[src/rtl/tcse_pkg.sv]
// tcse_pkg: shared constants, opcodes and controller/datapath types
// for the text console scrollback engine; no dependencies
package tcse_pkg;

  // screen and ring geometry
  localparam int COLS               = 80;
  localparam int ROWS               = 24;
  localparam int SCROLLBACK_SCREENS = 7;
  localparam int RING_LINES         = 192;
  localparam int LIVE_OFS           = ROWS * SCROLLBACK_SCREENS;
  localparam int RING_CELLS         = RING_LINES * COLS;
  localparam int ADDR_W             = $clog2(RING_CELLS);
  localparam int LINE_W             = $clog2(RING_LINES);

  // field widths
  localparam int OP_W    = 4;
  localparam int CHAR_W  = 8;
  localparam int COL_W   = 7;
  localparam int ROW_W   = 5;
  localparam int BACK_W  = 8;
  localparam int CELL_W  = 16;
  localparam int LOC_W   = 16;
  localparam int COLOR_W = 4;
  localparam int IN_W    = 24;
  localparam int OUT_W   = 56;
  localparam int CFG_IDX_W = 1;

  // opcodes
  localparam logic [OP_W-1:0] OP_CHAR       = 4'd0;
  localparam logic [OP_W-1:0] OP_LINE_UP    = 4'd1;
  localparam logic [OP_W-1:0] OP_LINE_DOWN  = 4'd2;
  localparam logic [OP_W-1:0] OP_PAGE_UP    = 4'd3;
  localparam logic [OP_W-1:0] OP_PAGE_DOWN  = 4'd4;
  localparam logic [OP_W-1:0] OP_VIEW_RESET = 4'd5;
  localparam logic [OP_W-1:0] OP_SET_CURSOR = 4'd6;
  localparam logic [OP_W-1:0] OP_READ       = 4'd7;
  localparam logic [OP_W-1:0] OP_LEFT       = 4'd8;
  localparam logic [OP_W-1:0] OP_RIGHT      = 4'd9;

  // configuration register indexes
  localparam logic [CFG_IDX_W-1:0] CFG_TEXT_COLOR = 1'b0;
  localparam logic [CFG_IDX_W-1:0] CFG_BACK_COLOR = 1'b1;
  localparam logic [COLOR_W-1:0]   TEXT_COLOR_RST = 4'h7;
  localparam logic [COLOR_W-1:0]   BACK_COLOR_RST = 4'h0;

  // character codes and limits
  localparam logic [CHAR_W-1:0] CHAR_NL        = 8'h0A;
  localparam logic [CHAR_W-1:0] CHAR_BS        = 8'h08;
  localparam logic [CHAR_W-1:0] CHAR_PRINT_MIN = 8'h20;
  localparam logic [CELL_W-1:0] BLANK_CELL     = 16'h0720;
  localparam logic [COL_W-1:0]  LAST_COL       = 7'd79;
  localparam logic [ROW_W-1:0]  LAST_ROW       = 5'd23;
  localparam logic [BACK_W-1:0] MAX_BACK       = 8'd168;
  localparam logic [BACK_W-1:0] PAGE_LINES     = 8'd24;

  // controller to datapath commands
  typedef struct packed {
    logic clear_step;
    logic take;
    logic exec;
    logic blank_setup;
    logic blank_step;
    logic rd_capture;
    logic load_out;
  } cmd_t;

  // datapath to controller status
  typedef struct packed {
    logic clear_last;
    logic blank_last;
    logic need_scroll;
    logic is_read;
    logic out_free;
  } status_t;

endpackage

[src/rtl/tcse_ctrl.sv]
// tcse_ctrl: sequencing state machine for the console engine
// depends on tcse_pkg (cmd_t, status_t)
module tcse_ctrl (
  input  logic              clk,
  input  logic              rst,
  input  logic              s_tvalid,
  output logic              s_tready,
  input  tcse_pkg::status_t status,
  output tcse_pkg::cmd_t    cmd
);

  localparam logic [2:0] S_CLEAR  = 3'd0;
  localparam logic [2:0] S_IDLE   = 3'd1;
  localparam logic [2:0] S_EXEC   = 3'd2;
  localparam logic [2:0] S_BLINE  = 3'd3;
  localparam logic [2:0] S_BLANK  = 3'd4;
  localparam logic [2:0] S_RDWAIT = 3'd5;
  localparam logic [2:0] S_DONE   = 3'd6;

  logic [2:0] state;
  logic [2:0] state_next;

  always_ff @(posedge clk) begin
    if (rst) begin
      state <= S_CLEAR;
    end else begin
      state <= state_next;
    end
  end

  always_comb begin
    state_next = state;
    cmd        = '0;
    s_tready   = 1'b0;
    unique case (state)
      S_CLEAR: begin
        cmd.clear_step = 1'b1;
        if (status.clear_last) begin
          state_next = S_IDLE;
        end
      end
      S_IDLE: begin
        s_tready = 1'b1;
        cmd.take = s_tvalid;
        if (s_tvalid) begin
          state_next = S_EXEC;
        end
      end
      S_EXEC: begin
        cmd.exec = 1'b1;
        if (status.need_scroll) begin
          state_next = S_BLINE;
        end else if (status.is_read) begin
          state_next = S_RDWAIT;
        end else begin
          state_next = S_DONE;
        end
      end
      S_BLINE: begin
        cmd.blank_setup = 1'b1;
        state_next      = S_BLANK;
      end
      S_BLANK: begin
        cmd.blank_step = 1'b1;
        if (status.blank_last) begin
          state_next = S_DONE;
        end
      end
      S_RDWAIT: begin
        cmd.rd_capture = 1'b1;
        state_next     = S_DONE;
      end
      S_DONE: begin
        // result goes out and the next item may come in the same cycle
        s_tready     = status.out_free;
        cmd.load_out = status.out_free;
        cmd.take     = status.out_free & s_tvalid;
        if (status.out_free) begin
          state_next = s_tvalid ? S_EXEC : S_IDLE;
        end
      end
      default: begin
        state_next = S_CLEAR;
      end
    endcase
  end

endmodule

[config.mk]
export PLATFORM = sky130hd
export DESIGN_NAME = tcse_ctrl
export DESIGN_NICKNAME = d
export VERILOG_FILES = /design/src/rtl/tcse_pkg.sv /design/src/rtl/tcse_ctrl.sv
export SDC_FILE = /design/constraint.sdc
export NUM_CORES = 1
export LEC_CHECK = 0
export BUFFER_PORTS_ARGS = -buffer_cell sky130_fd_sc_hd__buf_2
export CAP_MARGIN = 20
export CORE_AREA = 2 2 39 41
export CTS_BUF_LIST = sky130_fd_sc_hd__clkbuf_4
export DETAILED_ROUTE_END_ITERATION = 8
export DIE_AREA = 0 0 41 43
export GPL_ROUTABILITY_DRIVEN = 0
export SLEW_MARGIN = 0
export SYNTH_ARGS = -nofsm -noshare
export SYNTH_HDL_FRONTEND = slang
export SYNTH_SLANG_ARGS = --single-unit
[constraint.sdc]
create_clock -name clk -period 2 [get_ports clk]
set_input_delay 0.1 -clock clk [delete_from_list [all_inputs] [get_ports clk]]
set_output_delay 0.1 -clock clk [all_outputs]
set_load 0.01 [all_outputs]
* Word-level counts from Yosys, hierarchy flattened
Cells that the tools add are included.
W data, S select, Z words.
** Storage, ports and cells
- Input bits :: 8
- Memory bits (writable) :: 0
- Memories kept :: 0
- Latch bits :: 0
- ROM bits :: 0
- Flip-flop bits (word level) :: 3
** Cells by class
- $mul :: 0
- Div/mod/pow operators :: 0
- Shift-type cells :: 0
- Bitwise gates (word level) :: 1
- Equality and inequality tests :: 10
- $add $sub $neg :: 0
- Mux-type cells :: 16
- Order comparisons :: 0
- Reduce and logical (&&, ||, !) cells :: 2
** Operators by type and width (count)
- $pmux W3 S7 :: 1
- $mux W3 :: 5
- $eq A3 B3 Y1 const B :: 3
- $ne A2 B2 Y1 const B :: 4
- $eq A3 B2 Y1 const B :: 2
- $mux W1 :: 6
- $mux W2 :: 2
- $pmux W1 S2 :: 2
- $reduce_and A4 Y1 :: 1
- $eq A3 B1 Y1 const B :: 1
- $logic_not A3 Y1 :: 1
- $and A1 B1 Y1 :: 1

* Logic depth before layout (Yosys ltp)
Gate-level depths: netlist (run 1).
- Word-level depth :: 3
- Depth in mapped cells :: 4
- Depth with buffers taken out :: 3

* Worst setup path after synthesis (run 1)
OpenSTA, ideal clock, no wires.
- Path type :: reg2out
- From :: register state[2]
- To :: output cmd[5] (netlist name)
- Data required time :: 1900 ps
- Path slack :: 842 ps
- Arrival time :: 1058 ps
- Path buffers :: 1
- Cell stages (with the launch flop) :: 5
- Cells stage by stage :: dfxtp_1 -> buf_6 -> nand2_2 -> o32ai_2 -> and2_1
** RTL lines
- start: declaration :: RTL line tcse_ctrl.sv:20 : logic [2:0] state;
- start signal: assignment :: RTL line tcse_ctrl.sv:27 : state <= state_next;
- end: declaration :: RTL line tcse_ctrl.sv:9 : output tcse_pkg::cmd_t cmd

==> results.md, run 1 <==
- Top reg by flops: state
- Leading cell types in the layout, fill and taps excluded: 15 x buf_2, 4 x nor2_1, 4 x nor3_1, 4 x clkbuf_4
- Yosys cell types: 26
- Max Fclk: 637.0 MHz
- Critical Path Sink Type: output pin
- Count of state elements after synthesis: 3
- Initial antenna violation count: 0
- Outcome: finished, final reports clean
- Clock Tree Buf Depth: 2
- Pwr Density: 682.0 nW/um2
- Final hold violation count: 0
- # Post-CTS Setup Buffers: 0
- DRC errors left: 0
- Antenna Cells: 0
- Total CTS buffers: 3
- CP startpoint: state[2]
- R2R Path Start: state[2]
- Iteration-0 DRC Markers: 11
- Vias per cell: 4.630
- DP Cell Count: 69
- Part of the cycle the worst path needs: 0.7849
- Fillers: 148
- HP Start: rst
- Area grow syn2layout: 34.43%
- Worst endpoint required time: 1.90 ns
- Startpoint Class: register
- Pleak: 0.1880 nW
- Syn. warnings: 0
- Vias in the first global route: 259
- Total track usage: 0.09529
- Initial core utilization: 0.2206
- Clock Latency Late Sink: 0.24 ns
- DRT Pass-1 Iters: 4
- Clk slew on worst S/H paths: 0.04 ns
- Crit path DAT: 1.47 ns
- Avg WL per Cell: 10.14 um
- Hold WS: 0.07395 ns
- Post_cts resized: 0
- Final clock skew: 0.008927 ns
- Die W: 41 um
- Total grt overflow: 0
- Net Count, Synth: 48
- Total negative slack: 0 ns
- Mean Syn Cell Area: 7.632 um2
- Port Buf Inserts: 15
- Dpl hpwl: 543.9 um
- Synth Cell Area: 305.3 um2
- RSZ-0062 raised after global routing: false
- Worst hold path class: in2reg
- Number of flip-flops in the largest register: 3
- Cts hold-fix bufs: 0
- Root buffer cell: clkbuf_4
- Slew at the pin with the worst max-slew slack: 0.4367 ns
- Final cell count without fillers: 73
- Sequential-to-total area share from yosys stat: 0.1967
- Peak supply drop: 0.4850 mV
- Tmin final: 1.570 ns
- Top Registers: state x3
- Post-synth EDFFs: 0
- Final Setup Violations: 0
- First-pass GRT wire length: 1110 um
- Layout cells sized above 1: 0.4561
- Fraction of registers with async set/reset: 0
- Pins Over Slew Limit: 0
- Clock sink count: 3
- Commonest non-fill, non-tap cell in the layout: buf_2
- TritonCTS clock tree: built
- Drt total wl: 740 um
- Vias: 338
- Row count: 14
- Crit-path max FO: 12
- Overall power: 0.0002799 W
- Setup CP Type: reg2out
- I/O pin cnt: 16
- Prevailing post-synth register cell: dfxtp_1
- Htree depth: 1
- Cells after synthesis: 40
- Die area: 1763 um2
- Relative slew slack: 0.7085
- Largest net degree at the start of global routing: 15
- Remaining antenna violation count after routing: 0
- Max Cap Viol: 0
- CORE AREA: 1384 um2
- Chip height: 43 um
- Final nets: 66
[path summary, 6_finish.rpt]
path | end | slack (ns) | cells past startpoint
setup reg to reg | state[1] | 0.57 | 3
hold reg to reg | state[2] | 0.70 | 2
hold / removal | state[2] | 0.07 | 2
setup / recovery | cmd[5] | 0.43 | 4
[cell families (layout without fill, tap and decap cells)]
logic type | count (synthesis) | after routing | share of synthesized area
AOI/OAI and AO/OA | 10 | 10 | 0.2377
buffers and inverters | 6 | 23 | 0.1270
DFF | 3 | 3 | 0.1967
muxes | 1 | 1 | 0.03688
and+or+nand+nor | 20 | 20 | 0.4017
[cell usage after synthesis (2+ instances only)]
master	count	share of area
nor3_1	4	0.066
buf_6	2	0.074
dfxtp_1	3	0.20
a31oi_1	2	0.041
nand3b_1	2	0.049
o21ai_1	3	0.049
nor2_1	4	0.049
inv_1	2	0.025
[layer usage]
metal,share of wire,GRT usage,vias to the layer above
met5,0,0,-
li1,-,-,179
met3,0.057,0.06283,0
met2,0.49,0.1344,9
met1,0.45,0.1186,150
met4,0,0.02000,0
[cell type report]
class | count | area (um2) | share of cell area
clock buffer | 4 | 30.03 | 0.07317
inverter | 3 | 11.26 | 0.02744
multi-input combinational | 31 | 206.4 | 0.5030
sequential | 3 | 60.06 | 0.1463
tap | 16 | 20.02 | 0.04878
timing repair buffer | 16 | 82.58 | 0.2012
[where the power goes]
group | leakage [nW] | internal (W) | switching (W)
clock network | 0.0184 | 0.0000885 | 0.0000349
registers | 0.0245 | 0.0000657 | 0.0000159
logic | 0.145 | 0.0000389 | 0.0000360
total | 0.188 | 0.000193 | 0.0000868
[through the flow]
step | util | worst slack [ns] | cell area, um2
final | 0.2966 | 0.4303 | 410.4
after global routing | 0.2966 | 0.3304 | 410.4
after CTS | 0.2966 | 0.4251 | 410.4
after detailed placement | 0.2749 | 0.6198 | 380.4
after global placement | 0.2749 | 0.6264 | 380.4
after floorplan | - | 0.8423 | 305.3
[worst max-delay path, stage by stage (launching register included)]
cell     delay [ns]
dfxtp_1        0.58
nand2_2        0.14
o32ai_2        0.23
and2_1         0.15
buf_2          0.12
(Power assumes the default switching activity.)
==> inputs of run 2 (changes only) <==
- clock period: 2 -> 1.6 ns (I/O delays scaled with it)
==> run 2 against run 1 <==
Compared with the run above:
- first-iteration DRC count is 27% lower
- power is 25% higher
- worst setup slack worse by 0.22 ns
- via count is 0.30% lower
- clock-buffer cell count stayed put
- core utilization is 0.18 points higher
- die area stayed put
- sequential cell count stayed put
- largest power group unchanged
- highest routed layer unchanged
==> results.md, run 2 (synthesized netlist as in run 1, its figures left out) <==
- Total negative slack: 0 ns (unchanged)
- Max Cap Viol: 0 (unchanged)
- Comb power frac: 0.267 (about the same)
- Iteration-0 DRC Markers: 8 (-3)
- Vias: 337 (-0.30%)
- Area grow syn2layout: 35.25%
- Placed instance area: 380.4 um2 (unchanged)
- Clk slew on worst S/H paths: 0.04 ns (about the same)
- Vias in the first global route: 259 (unchanged)
- Leading cell types in the layout, fill and taps excluded: 15 x buf_2, 4 x nor2_1, 4 x nor3_1, 4 x clkbuf_4, 3 x o21ai_1
- Worst reg2reg path depth: 3 (unchanged)
- Initial core utilization: 0.2206 (unchanged)
- Startpoint Class: register
- Top Registers: state x3
- Final clock skew: 0.008816 ns (-0.0001102 ns)
- Htree depth: 1 (unchanged)
- Setup CP Type: reg2out
- Final nets: 66 (unchanged)
- Clock Tree Buf Depth: 2 (unchanged)
- Number of flip-flops in the largest register: 3 (unchanged)
- Part of the cycle the worst path needs: 0.8689
- Fillers: 146 (-1.4%)
- Row count: 14 (unchanged)
- Die W: 41 um (unchanged)
- FF+latch area: 62.56 um2 (+4.2%)
- Pwr Density: 848.7 nW/um2 (+24%)
- Initial antenna violation count: 0 (unchanged)
- Top reg by flops: state
- Dpl hpwl: 543.9 um (unchanged)
- I/O pin cnt: 16 (unchanged)
- Commonest non-fill, non-tap cell in the layout: buf_2
- Vias per cell: 4.616 (-0.30%)
- Crit-path max FO: 12 (unchanged)
- Total track usage: 0.09529 (unchanged)
- CORE AREA: 1384 um2 (unchanged)
- Overall power: 0.0003504 W (+25%)
- Die area: 1763 um2 (unchanged)
- Critical-path top delay cell: dfxtp_2
- DRC errors left: 0 (unchanged)
- Remaining antenna violation count after routing: 0 (unchanged)
- Chip height: 43 um (unchanged)
- Worst hold path class: in2reg
- Avg WL per Cell: 10.07 um (-0.68%)
- DP Cell Count: 69 (unchanged)
- CP Depth: 4 (unchanged)
- Tmin final: 1.390 ns
- Final cell count without fillers: 73 (unchanged)
- Root buffer cell: clkbuf_4
- Pins Over Slew Limit: 0 (unchanged)
- Peak supply drop: 0.6039 mV (+25%)
- Fin area: 412.9 um2 (+0.61%)
- Total CTS buffers: 3 (unchanged)
- Relative slew slack: 0.7942 (+0.08565)
- Slew at the pin with the worst max-slew slack: 0.3084 ns (-0.1283 ns)
- Max Fclk: 719.3 MHz
- First-pass GRT wire length: 1110 um (unchanged)
- Port Buf Inserts: 15 (unchanged)
- Cts hold-fix bufs: 0 (unchanged)
- Worst path max stage delay: 0.46 ns (-0.12 ns)
- Multi-input logic area: 206.4 um2 (unchanged)
- CP bufs+invs: 1 (unchanged)
- Int Pwr: 0.0002422 W (+25%)
- Drt total wl: 735 um (-0.68%)
- Largest net degree at the start of global routing: 15 (unchanged)
- Sw Share: 0.3090 (-0.0009488)
- Pleak: 0.1890 nW (+0.51%)
- Critical Path, Cell by Cell: nand2_2, o32ai_2, and2_1, buf_2
- Cell family with most CP delay: flip-flops
- Post-layout util: 0.2984 (+0.001809)
- Final Setup Violations: 0 (unchanged)
- Worst endpoint required time: 1.52 ns (-0.38 ns)
- Reported net switching power: 0.0001083 W (+25%)
- Outcome: finished, final reports clean
- TritonCTS clock tree: built
- Clock power share: 0.439 (-0.002)
- Critical Path Sink Type: output pin
- # Post-CTS Setup Buffers: 0 (unchanged)
- Clock sink count: 3 (unchanged)
- RSZ-0062 raised after global routing: false
- Crit path DAT: 1.31 ns (-0.16 ns)
- Flop pwr share: 0.293 (about the same)
- DRT Pass-1 Iters: 4 (unchanged)
- Layout cells sized above 1: 0.4912 (+0.03509)
- Final hold violation count: 0 (unchanged)
- Hold Path Depth: 2 (unchanged)
- Antenna Cells: 0 (unchanged)
- Clock Latency Late Sink: 0.24 ns (about the same)
- Total grt overflow: 0 (unchanged)
run 2: worst paths after layout:
| kind | start | to | slack, ns |
|---|---|---|---|
| worst max-delay path | state[2] | cmd[5] | 0.21 |
| worst min-delay path | rst | state[2] | 0.05 |
| worst min register to register | state[1] | state[2] | 0.61 |
| worst max register to register | state[2] | state[1] | 0.31 |
run 2: area by class of cell:
| type | instances | area share |
|---|---|---|
| Clock buffer | 4 | 0.07273 |
| Inverter | 3 | 0.02727 |
| Multi-Input combinational cell | 31 | 0.5000 |
| Sequential cell | 3 | 0.1515 |
| Tap cell | 16 | 0.04848 |
| Timing Repair Buffer | 16 | 0.2000 |
run 2: worst reg2reg max path: stages, from the launching register on:
cell,delay [ns]
dfxtp_2,0.46
mux2_2,0.38
o31ai_1,0.25
a31oi_1,0.07
run 2: timing repair:
action	4_1_cts	5_1_grt
resized for setup	0	2
endpoints found under the setup margin	0	1
hold endpoints to repair	0	0
run 2: stage by stage:
stage	setup WS, ns	hold WS [ns]
floorplan	0.4623	0.1593
global placement	0.2264	0.3054
detailed placement	0.2198	0.3030
CTS	0.04511	0.04639
global route	0.1257	0.05000
finish	0.2098	0.04815
run 2: power by group through the flow:
stage               Combinational [W]  Sequential (W)  Clock (W)
finish                      0.0000937        0.000103   0.000154
global route                 0.000103        0.000105   0.000170
CTS                         0.0000942        0.000101   0.000161
detailed placement          0.0000938        0.000103          0
global placement            0.0000941        0.000103          0
floorplan                   0.0000768       0.0000906          0
run 2: routing by layer:
| metal | global-route usage | wire [um] |
|---|---|---|
| met5 | 0 | 0 |
| met4 | 0.02000 | 0 |
| met3 | 0.06283 | 44 |
| met2 | 0.1344 | 349 |
| met1 | 0.1186 | 342 |
==> inputs of run 3 (changes only) <==
- ABC_AREA: unset -> 1
==> run 3 against run 2 <==
Compared with the run above:
- hold slack got worse by 0.024 ns
- highest routed layer is now met4
- combinational power increased to 4.1 times the previous value
- critical path depth increased by 2
- maximum frequency decreased by 2.9%
- worst setup slack got worse by 0.041 ns
- clock-buffer cell count unchanged
- power increased by 110%
- first-iteration DRC count increased by 13%
- area after synthesis increased by 23%
- die area unchanged
==> results.md, run 3 <==
- Leading cell types in the layout, fill and taps excluded: 15 x buf_2, 9 x nor2_1, 8 x nand2_1
- Hold WS: 0.02407 ns (-0.02408 ns)
- I/O pin cnt: 16 (unchanged)
- Number of flip-flops in the largest register: 3 (unchanged)
- Int Pwr: 0.0003774 W (+56%)
- Outcome: finished, final reports clean
- Post-synth EDFFs: 0 (unchanged)
- Mean Syn Cell Area: 6.383 um2 (-16%)
- DRC errors left: 0 (unchanged)
- Top Registers: state x3
- Prevailing post-synth register cell: dfxtp_1
- Net Count, Synth: 67 (+40%)
- Clk slew on worst S/H paths: 0.04 ns (about the same)
- Pins Over Slew Limit: 0 (unchanged)
- Largest net degree at the start of global routing: 10 (-5)
- Worst endpoint required time: 1.52 ns (about the same)
- DRT Pass-1 Iters: 4 (unchanged)
- Antenna Cells: 0 (unchanged)
- Most frequent cell after synthesis: nor2_1
- Max Fclk: 698.5 MHz (-2.9%)
- Total negative slack: 0 ns (unchanged)
- Cts hold-fix bufs: 0 (unchanged)
- DP Cell Count: 88 (+28%)
- Clock Tree Buf Depth: 2 (unchanged)
- Vias: 427 (+27%)
- Chip height: 43 um (unchanged)
- Final clock skew: 0.01016 ns (+0.001344 ns)
- Htree depth: 1 (unchanged)
- Vias per cell: 4.641 (+0.54%)
- Max Cap Viol: 0 (unchanged)
- Synth top area cells: dfxtp_1 16%, nor2_1 9.0%, buf_6 9.0%
- Fillers: 160 (+9.6%)
- Cells after synthesis: 59 (+48%)
- Area grow syn2layout: 26.91%
- Total grt overflow: 0 (unchanged)
- Relative slew slack: 0.7102 (-0.08391)
- Fraction of registers with async set/reset: 0 (unchanged)
- Slack of the worst reg-to-reg path: 0.34 ns (+0.03 ns)
- Setup CP Type: reg2out
- Pleak: 0.2662 nW (+41%)
- Initial core utilization: 0.2722 (+0.05154)
- Startpoint Class: register
- Reg2reg end: state[0]
- Cell taking the most area after synthesis: dfxtp_1
- CP startpoint: state[0]
- Initial antenna violation count: 0 (unchanged)
- Commonest non-fill, non-tap cell in the layout: buf_2
- Hold Crit Endpoint: state[2]
- Port Buf Inserts: 15 (unchanged)
- Final hold violation count: 0 (unchanged)
- Root buffer cell: clkbuf_4
- Iteration-0 DRC Markers: 9 (+1)
- Tmin final: 1.432 ns (+0.04145 ns)
- Total track usage: 0.1093 (+0.01404)
- Crit-path max FO: 8 (-4)
- Sw Share: 0.4820 (+0.1730)
- HP Start: rst
- Remaining antenna violation count after routing: 0 (unchanged)
- Clock Latency Late Sink: 0.25 ns (about the same)
- Drt total wl: 857 um (+17%)
- Worst reg2reg path depth: 6 (+3)
- Slew at the pin with the worst max-slew slack: 0.4341 ns (+0.1257 ns)
- Critical Path Sink Type: output pin
- Dpl hpwl: 686 um (+26%)
- Vias in the first global route: 323 (+25%)
- Overall power: 0.0007286 W (+110%)
- Die W: 41 um (unchanged)
- Sequential-to-total area share from yosys stat: 0.1595 (-0.03725)
- Clock power share: 0.219 (-0.220)
- Final cell count without fillers: 92 (+26%)
- Final nets: 85 (+29%)
- Clock sink count: 3 (unchanged)
- Count of state elements after synthesis: 3 (unchanged)
- Final Setup Violations: 0 (unchanged)
- Layout cells sized above 1: 0.4605 (-0.03070)
- Total CTS buffers: 3 (unchanged)
- Part of the cycle the worst path needs: 0.8948 (+0.02590)
- Hold Path Depth: 2 (unchanged)
- Avg WL per Cell: 9.315 um (-7.5%)
- Worst hold path class: in2reg
- Post-synth top cells: 9 x nor2_1, 8 x nand2_1, 7 x inv_1
- Top reg by flops: state
- Row count: 14 (unchanged)
- Die area: 1763 um2 (unchanged)
- RSZ-0062 raised after global routing: false
- Pwr Density: 1524 nW/um2 (+80%)
- Flop pwr share: 0.253 (-0.040)
- R2R Path Start: state[0]
- Reported net switching power: 0.0003512 W (+220%)
- Comb power frac: 0.528 (+0.261)
- Syn. warnings: 0 (unchanged)
- Yosys cell types: 22 (-15%)
- TritonCTS clock tree: built
- First-pass GRT wire length: 1283 um (+16%)
- Post-layout util: 0.3454 (+0.04702)
- CORE AREA: 1384 um2 (unchanged)
- Peak supply drop: 0.5927 mV (-1.8%)
- Crit path DAT: 1.35 ns (+0.04 ns)
- Share of the synthesized area in the top cell type: 0.1595 (-0.03725)
- Synth Cell Area: 376.6 um2 (+23%)
[run 3: cells by family (layout without fill, tap and decap cells)]
group | after synthesis | in the layout | synth area share
AND/OR/NAND/NOR | 35 | 35 | 0.5116
buffers and inverters | 14 | 31 | 0.2193
AO/OA/AOI/OAI | 7 | 7 | 0.1096
flip-flops | 3 | 3 | 0.1595
[run 3: per-stage QoR]
| step | cell area [um2] | worst slack, ns |
|---|---|---|
| 2_1_floorplan | 376.6 | 0.4619 |
| 3_3_place_gp | 445.4 | 0.3256 |
| 3_5_place_dp | 445.4 | 0.3140 |
| 4_1_cts | 475.5 | 0.05364 |
| 5_1_grt | 478.0 | 0.005471 |
| 6_report | 478.0 | 0.1684 |
[run 3: critical path, stage by stage, from the launching register on]
cell and delay [ns]:
dfxtp_1 0.42, inv_2 0.15, nand3_2 0.11, o21ai_1 0.18, inv_1 0.05, nor2_1 0.07, buf_2 0.13
[run 3: how the worst max path moves through the flow]
stage,endpoint,slack (ns),cells after the start
final,cmd[5],0.17,6
after floorplan,cmd[5],0.46,6
after detailed placement,cmd[5],0.31,5
after CTS,cmd[5],0.05,5
after global placement,state[0],0.33,6
after global routing,cmd[5],0.005,5
[run 3: layer usage]
layer | up-vias | GRT usage | part of all wire
met5 | - | 0 | 0
met4 | 0 | 0.08000 | 0.020
met3 | 3 | 0.01571 | 0.061
met2 | 18 | 0.1375 | 0.45
met1 | 179 | 0.1603 | 0.47
li1 | 227 | - | -
[run 3: final cells by class]
type	count	area, um2	area share
flip-flops and latches	3	62.56	0.1309
well taps	16	20.02	0.04188
clock buffers	4	30.03	0.06283
multi-input cells	42	234.0	0.4895
repair buffers	16	82.58	0.1728
inverters	11	48.80	0.1021
[run 3: power by group through the flow]
stage / Sequential, W / Clock, W / Combinational (W)
final: 0.000184 / 0.000160 / 0.000385
after global routing: 0.000193 / 0.000161 / 0.000438
after CTS: 0.000182 / 0.000157 / 0.000389
after detailed placement: 0.000184 / 0 / 0.000387
after global placement: 0.000183 / 0 / 0.000386
after floorplan: 0.000108 / 0 / 0.000397
[run 3: repair_timing]
item                                    in CTS  in global routing
hold endpoints to repair                     0                  0
resized for setup                            0                  2
endpoints found under the setup margin       0                  1
setup buffers                                0                  0
